==> src/rtl/hcbd_pkg.sv <==
// Shared types, character codes and helpers for the chunked body decoder.
// No dependencies.
package hcbd_pkg;

    localparam int LEN_WIDTH_DEF = 32;

    localparam logic [7:0] CH_LF   = 8'h0A;
    localparam logic [7:0] CH_CR   = 8'h0D;
    localparam logic [7:0] CH_SEMI = 8'h3B;

    typedef struct packed {
        logic [7:0] payload_byte;
        logic       payload_valid;
        logic       chunk_done;
        logic       body_end;
        logic       bad_request;
    } t_result;

    typedef struct packed {
        logic       ok;
        logic [3:0] val;
    } t_hex;

    function automatic t_hex hex_decode(input logic [7:0] c);
        t_hex h;
        h.ok  = 1'b1;
        h.val = 4'd0;
        if (c >= 8'h30 && c <= 8'h39) begin
            h.val = 4'(c - 8'h30);
        end else if (c >= 8'h41 && c <= 8'h46) begin
            h.val = 4'(c - 8'h37);
        end else if (c >= 8'h61 && c <= 8'h66) begin
            h.val = 4'(c - 8'h57);
        end else begin
            h.ok = 1'b0;
        end
        return h;
    endfunction

endpackage

==> src/rtl/hcbd_core.sv <==
// Framing state machine of the chunked body decoder: phase, length counter,
// digit flag, and the per-byte result. Depends on hcbd_pkg.
module hcbd_core #(
    parameter int LEN_WIDTH = hcbd_pkg::LEN_WIDTH_DEF
) (
    input  logic                i_clk,
    input  logic                i_rst_n,
    input  logic                i_step,
    input  logic [7:0]          i_byte,
    output hcbd_pkg::t_result   o_res
);

    localparam logic [3:0] PH_SIZE     = 4'd0;
    localparam logic [3:0] PH_SIZE_LF  = 4'd1;
    localparam logic [3:0] PH_EXT      = 4'd2;
    localparam logic [3:0] PH_EXT_CR   = 4'd3;
    localparam logic [3:0] PH_DATA     = 4'd4;
    localparam logic [3:0] PH_DATA_CR  = 4'd5;
    localparam logic [3:0] PH_DATA_LF  = 4'd6;
    localparam logic [3:0] PH_FINAL_CR = 4'd7;
    localparam logic [3:0] PH_FINAL_LF = 4'd8;
    localparam logic [3:0] PH_DONE     = 4'd9;
    localparam logic [3:0] PH_ERROR    = 4'd10;

    logic [3:0]           r_phase, n_phase;
    logic [LEN_WIDTH-1:0] r_len, n_len;
    logic                 r_digit, n_digit;

    hcbd_pkg::t_hex hex;
    logic [LEN_WIDTH-1:0] len_dec;
    logic err;

    assign hex     = hcbd_pkg::hex_decode(i_byte);
    assign len_dec = r_len - LEN_WIDTH'(1);

    always_comb begin
        n_phase = r_phase;
        n_len   = r_len;
        n_digit = r_digit;
        err     = 1'b0;
        o_res   = '0;
        unique case (r_phase)
            PH_SIZE: begin
                if (hex.ok) begin
                    // next digit would shift bits out of the counter
                    if (r_len[LEN_WIDTH-1 -: 4] != 4'd0) begin
                        err = 1'b1;
                    end else begin
                        n_len   = {r_len[LEN_WIDTH-5:0], hex.val};
                        n_digit = 1'b1;
                    end
                end else if (i_byte == hcbd_pkg::CH_SEMI && r_digit) begin
                    n_phase = PH_EXT;
                end else if (i_byte == hcbd_pkg::CH_CR && r_digit) begin
                    n_phase = PH_SIZE_LF;
                end else begin
                    err = 1'b1;
                end
            end
            PH_SIZE_LF: begin
                if (i_byte == hcbd_pkg::CH_LF) begin
                    n_phase = (r_len == '0) ? PH_FINAL_CR : PH_DATA;
                end else begin
                    err = 1'b1;
                end
            end
            PH_EXT: begin
                if (i_byte == hcbd_pkg::CH_CR) n_phase = PH_EXT_CR;
            end
            PH_EXT_CR: begin
                if (i_byte == hcbd_pkg::CH_LF) begin
                    n_phase = (r_len == '0) ? PH_FINAL_CR : PH_DATA;
                end else if (i_byte != hcbd_pkg::CH_CR) begin
                    n_phase = PH_EXT;
                end
            end
            PH_DATA: begin
                o_res.payload_byte  = i_byte;
                o_res.payload_valid = 1'b1;
                n_len = len_dec;
                if (len_dec == '0) n_phase = PH_DATA_CR;
            end
            PH_DATA_CR: begin
                if (i_byte == hcbd_pkg::CH_CR) n_phase = PH_DATA_LF;
                else err = 1'b1;
            end
            PH_DATA_LF: begin
                if (i_byte == hcbd_pkg::CH_LF) begin
                    o_res.chunk_done = 1'b1;
                    n_phase = PH_SIZE;
                    n_len   = '0;
                    n_digit = 1'b0;
                end else begin
                    err = 1'b1;
                end
            end
            PH_FINAL_CR: begin
                if (i_byte == hcbd_pkg::CH_CR) n_phase = PH_FINAL_LF;
                else err = 1'b1;
            end
            PH_FINAL_LF: begin
                if (i_byte == hcbd_pkg::CH_LF) begin
                    o_res.body_end = 1'b1;
                    n_phase = PH_DONE;
                end else begin
                    err = 1'b1;
                end
            end
            PH_DONE: begin
            end
            default: begin
                err = 1'b1;
            end
        endcase
        if (err) begin
            n_phase = PH_ERROR;
            o_res   = '0;
            o_res.bad_request = 1'b1;
        end
    end

    always_ff @(posedge i_clk) begin
        if (!i_rst_n) begin
            r_phase <= PH_SIZE;
            r_len   <= '0;
            r_digit <= 1'b0;
        end else if (i_step) begin
            r_phase <= n_phase;
            r_len   <= n_len;
            r_digit <= n_digit;
        end
    end

endmodule

==> src/rtl/http_chunked_body_decoder_unit.sv <==
// The result is registered: each input byte passes the input register, then
// the result register, and a stalled result side can hold it between them.
// Throughput: one byte per cycle, no bubbles while the result side takes a
// transfer every cycle. Synchronous active-low reset returns the decoder
// to the first size digit with an empty pipeline; an error holds until reset.
// Depends on hcbd_pkg and hcbd_core.
module http_chunked_body_decoder_unit #(
    parameter int LEN_WIDTH = hcbd_pkg::LEN_WIDTH_DEF
) (
    input  logic       i_clk,
    input  logic       i_rst_n,
    input  logic       i_valid,
    output logic       o_ready,
    input  logic [7:0] i_data_byte,
    output logic       o_valid,
    input  logic       i_ready,
    output logic [7:0] o_payload_byte,
    output logic       o_payload_valid,
    output logic       o_chunk_done,
    output logic       o_body_end,
    output logic       o_bad_request
);

    logic              r_in_vld;
    logic [7:0]        r_in_byte;
    logic              r_out_vld;
    hcbd_pkg::t_result r_out;
    hcbd_pkg::t_result res;
    logic              out_load;

    // stage advances when the result register is free or drains this cycle
    assign out_load = r_in_vld && (!r_out_vld || i_ready);
    assign o_ready  = !r_in_vld || out_load;

    hcbd_core #(
        .LEN_WIDTH(LEN_WIDTH)
    ) u_core (
        .i_clk  (i_clk),
        .i_rst_n(i_rst_n),
        .i_step (out_load),
        .i_byte (r_in_byte),
        .o_res  (res)
    );

    always_ff @(posedge i_clk) begin
        if (!i_rst_n) begin
            r_in_vld <= 1'b0;
        end else if (o_ready) begin
            r_in_vld <= i_valid;
        end
    end

    always_ff @(posedge i_clk) begin
        if (o_ready && i_valid) r_in_byte <= i_data_byte;
    end

    always_ff @(posedge i_clk) begin
        if (!i_rst_n) begin
            r_out_vld <= 1'b0;
        end else if (out_load) begin
            r_out_vld <= 1'b1;
        end else if (i_ready) begin
            r_out_vld <= 1'b0;
        end
    end

    always_ff @(posedge i_clk) begin
        if (out_load) r_out <= res;
    end

    assign o_valid         = r_out_vld;
    assign o_payload_byte  = r_out.payload_byte;
    assign o_payload_valid = r_out.payload_valid;
    assign o_chunk_done    = r_out.chunk_done;
    assign o_body_end      = r_out.body_end;
    assign o_bad_request   = r_out.bad_request;

endmodule

==> config.mk <==
export PLATFORM = sky130hd
export DESIGN_NAME = http_chunked_body_decoder_unit
export DESIGN_NICKNAME = d
export VERILOG_FILES = /design/src/rtl/hcbd_pkg.sv /design/src/rtl/hcbd_core.sv /design/src/rtl/http_chunked_body_decoder_unit.sv
export SDC_FILE = /design/constraint.sdc
export NUM_CORES = 1
export LEC_CHECK = 0
export ABC_AREA = 1
export BUFFER_PORTS_ARGS = -buffer_cell sky130_fd_sc_hd__buf_2
export CAP_MARGIN = 20
export CORE_MARGIN = 2
export CORE_UTILIZATION = 47
export CTS_CLUSTER_SIZE = 24
export DETAILED_ROUTE_END_ITERATION = 8
export GPL_ROUTABILITY_DRIVEN = 0
export HOLD_SLACK_MARGIN = 0.12
export MAX_ROUTING_LAYER = met4
export SLEW_MARGIN = 20
export SYNTH_ARGS = -nofsm -noshare
export SYNTH_HDL_FRONTEND = slang
export SYNTH_HIERARCHICAL = 1
export SYNTH_SLANG_ARGS = --single-unit
==> constraint.sdc <==
create_clock -name i_clk -period 3.4 [get_ports i_clk]
set_input_delay 0.51 -clock i_clk [delete_from_list [all_inputs] [get_ports i_clk]]
set_output_delay 0.51 -clock i_clk [all_outputs]
set_load 0.01 [all_outputs]
==> flow_metrics.py <==
metrics = {
    "yosys": {
        "avgSynthCellArea_um2": 6.62,
        "ys_seq_area_share_pct": 34.1,
        "muxShareOfSynthArea_pct": 0,
        "syn_inst": 613,
        "synth-compound-area-share_pct": 17.2,
        "synth_cell_type_count": 40,
        "ys.flop_type": "dfxtp_1",
        "async_flop_share_pct": 0,
        "synth_xor_area_share_pct": 1.73,
        "synth_top_family_by_area": "simple AND/OR/NAND/NOR gates",
        "synth_enable_flop_cells": 20,
        "syn_nets": 631,
        "ys_ff_latch": 59,
        "synthAdderAreaFrac_pct": 1.85,
        "yosysWarningCount": 6,
        "synthesis.area_mm2": 0.00406,
        "synth-simple-area-share_pct": 35.1,
    },
    "floorplan": {
        "fp.dieArea_mm2": 0.00939,
        "coreArea_mm2": 0.00830,
        "die_w_um": 96.9,
        "start_util_pct": 48.9,
        "die_h_um": 96.9,
        "ios": 26,
        "fp-row-count": 33,
    },
    "hold_path": {
        "hold_path_class": "primary input to flop",
        "hold_depth": 1,
    },
    "placed_design": {
        "placed_area_mm2": 0.00424,
        "place.port_buffers": 25,
        "placed_cells": 729,
        "hpwl_mm": 7.85,
        "dp_slack_ns": 0.647,
    },
    "timing": {
        "whs_ns": 0.332,
        "fin_skew_ns": 0.0137,
        "final-hold-violation-count": 0,
        "slew_violations": 0,
        "min_period_ns": 2.65,
        "fin_ws_ns": 0.751,
        "final.setup.tns_ns": 0,
        "slew_headroom_pct": 49.0,
        "setup_viol_count_final": 0,
        "finalCritPeriodShare_pct": 77.9,
        "fmax_mhz": 377,
        "grt_setup_unrepaired": "false",
        "tightestPinTransition_ns": 0.765,
    },
    "power": {
        "cellLeakagePower_nw": 2.10,
        "peakVddDrop_v": 0.000246,
        "sequentialPowerShare_pct": 25.4,
        "combPwrFrac_pct": 54.2,
        "p_per_area_mw_per_mm2": 809,
        "swShare_pct": 48.5,
        "p_switching_mw": 1.76,
        "p_total_mw": 3.62,
        "pwr-share-clk_pct": 20.4,
        "p_int_mw": 1.86,
    },
    "setup_path": {
        "crit_type": "flop to flop",
        "start_kind": "flop",
        "crit_fanout": 29,
        "end_kind": "flop",
        "cp.required_ns": 3.68,
        "reg2reg_depth": 13,
        "worst_ep_arrival_time_ns": 2.93,
    },
    "global_route": {
        "antenna_found_initial": 0,
        "gr-total-overflow": 0,
        "grt_pass1_vias": 3770,
        "grt_pass1_wl_mm": 18.1,
        "grt_usage_pct": 24.4,
        "grt_max_degree": 50,
    },
    "status": {
        "outcome": "complete, no violations",
    },
    "drt": {
        "first_pass_iters": 5,
        "num_vias": 4056,
        "ant_nets": 0,
        "drc": 0,
        "drt-initial-drc-count": 275,
        "wirelength_mm": 10.7,
        "vias_per_cell": 5.44,
        "wl_per_cell_um": 14.4,
    },
    "cts": {
        "cts_setup_buffers": 0,
        "root_buffer": "clkbuf_8",
        "holdBufCountCts": 0,
        "h-tree-depth": 3,
        "insertion_delay_ns": 0.35,
        "cts-buffers-inserted": 9,
        "clockBufferDepth": 2,
        "cts_resized": 0,
        "clkSinkCount": 59,
        "clk_pin_slew_worst_paths_ns": 0.08,
        "cts_tree": "built",
    },
    "finish": {
        "insertedDiodeCount": 0,
        "syn_to_final_growth_pct": 10.5,
        "fill_cells": 853,
        "drive_gt1_share_pct": 12.6,
        "design_area_mm2": 0.00448,
        "layout.nets": 654,
        "final_util_pct": 54.0,
        "final_cells": 746,
    },
    "run": {
        "maxCapViolCount": 0,
    },
}
## area by class of cell
cell class | instances | area [µm²] | area share, %
inverters | 82 | 308 | 6.87
repair buffers | 30 | 170 | 3.80
flip-flops and latches | 59 | 1380 | 30.8
multi-input cells | 454 | 2260 | 50.5
clock inverters | 7 | 101 | 2.26
clock buffers | 9 | 124 | 2.76
well taps | 105 | 131 | 2.93
## power groups by stage
| stage | clock network [mW] | registers (mW) | logic (mW) |
|---|---|---|---|
| after floorplan | 0 | 0.906 | 1.55 |
| after global placement | 0 | 0.933 | 1.92 |
| after detailed placement | 0 | 0.932 | 1.92 |
| after CTS | 0.755 | 0.916 | 1.93 |
| after global routing | 0.790 | 0.933 | 2.23 |
| final | 0.740 | 0.920 | 1.96 |
## state kept, by name, summed over array words and instances, names as in the netlist
register         flops
o_bad_request        1
o_body_end           1
o_chunk_done         1
o_payload_byte       8
o_payload_valid      1
o_valid              1
r_in_byte            8
r_in_vld             1
u_core/r_digit       1
u_core/r_len        32
u_core/r_phase       4
## Yosys cell counts, types with 3 or more instances
| cell type | count | area [µm²] |
|---|---|---|
| nor2_2 | 7 | 43.8 |
| o21ai_1 | 5 | 25.0 |
| nor2_4 | 6 | 67.6 |
| dfxtp_1 | 39 | 781 |
| o21ai_0 | 54 | 270 |
| a21oi_1 | 41 | 205 |
| o22ai_1 | 8 | 50.1 |
| inv_1 | 76 | 285 |
| nor3_1 | 3 | 15.0 |
| nor2_1 | 99 | 372 |
| nand3_1 | 36 | 180 |
| nand4_1 | 10 | 62.6 |
| a22oi_1 | 7 | 52.6 |
| buf_6 | 3 | 33.8 |
| edfxtp_1 | 20 | 601 |
| nand2_2 | 6 | 37.5 |
| inv_2 | 5 | 18.8 |
| ha_1 | 6 | 75.1 |
| buf_2 | 3 | 15.0 |
| clkbuf_1 | 10 | 37.5 |
| nand2_1 | 140 | 526 |
| xor2_1 | 6 | 52.6 |
## final timing paths
path / to / slack (ns) / start
setup / recovery: u_core/r_len[3] / 0.75 / r_in_byte[1]
hold / removal: r_in_byte[7] / 0.33 / i_data_byte[7]
setup reg to reg: u_core/r_len[3] / 0.75 / r_in_byte[1]
hold reg to reg: o_valid / 0.49 / r_in_vld
## critical path, cell delays in order (launching register included)
cell and delay, ns:
edfxtp_1 0.44, inv_1 0.15, ha_1 0.19, inv_1 0.06, nand3_1 0.10, nand3_2 0.13
nand2_2 0.15, nand2_2 0.09, nand2_4 0.10, o2111ai_4 0.37, buf_8 0.33, inv_2 0.20
o21ai_0 0.12, a21oi_1 0.14
## layout by cell type, fill, tap and decap left out, types with 3 or more instances in the layout
| cell | netlist | layout |
|---|---|---|
| xor2_1 | 6 | 6 |
| buf_4 | 2 | 4 |
| o21ai_0 | 54 | 54 |
| nor3_1 | 3 | 3 |
| dfxtp_1 | 39 | 39 |
| inv_2 | 5 | 5 |
| nor2_1 | 99 | 99 |
| o22ai_1 | 8 | 8 |
| a22oi_1 | 7 | 7 |
| nand2_2 | 6 | 6 |
| o21ai_1 | 5 | 5 |
| nor2_4 | 6 | 6 |
| nand4_1 | 10 | 10 |
| buf_2 | 3 | 25 |
| clkbuf_8 | 0 | 9 |
| nand3_1 | 36 | 36 |
| nor2_2 | 7 | 7 |
| nand2_1 | 140 | 140 |
| inv_1 | 76 | 76 |
| edfxtp_1 | 20 | 20 |
| ha_1 | 6 | 6 |
| a21oi_1 | 41 | 41 |
## kinds of logic (layout without fill, tap and decap cells)
group	Yosys count	count (layout)
XOR/XNOR	8	8
AND/OR/NAND/NOR	316	316
adder cells (fa/ha/maj)	6	6
AO/OA/AOI/OAI	124	124
flip-flops	59	59
buffers and inverters	100	128
## routing by layer
metal	global-route usage (%)	wire, µm	vias up	share of wire [%]
met5	-	0	-	0
met4	8.78	272	0	2.5
met3	4.05	558	20	5.2
met2	39.3	5000	138	47
met1	31.1	4910	1847	46
li1	-	-	2051	-
(Power assumes the default switching activity.)
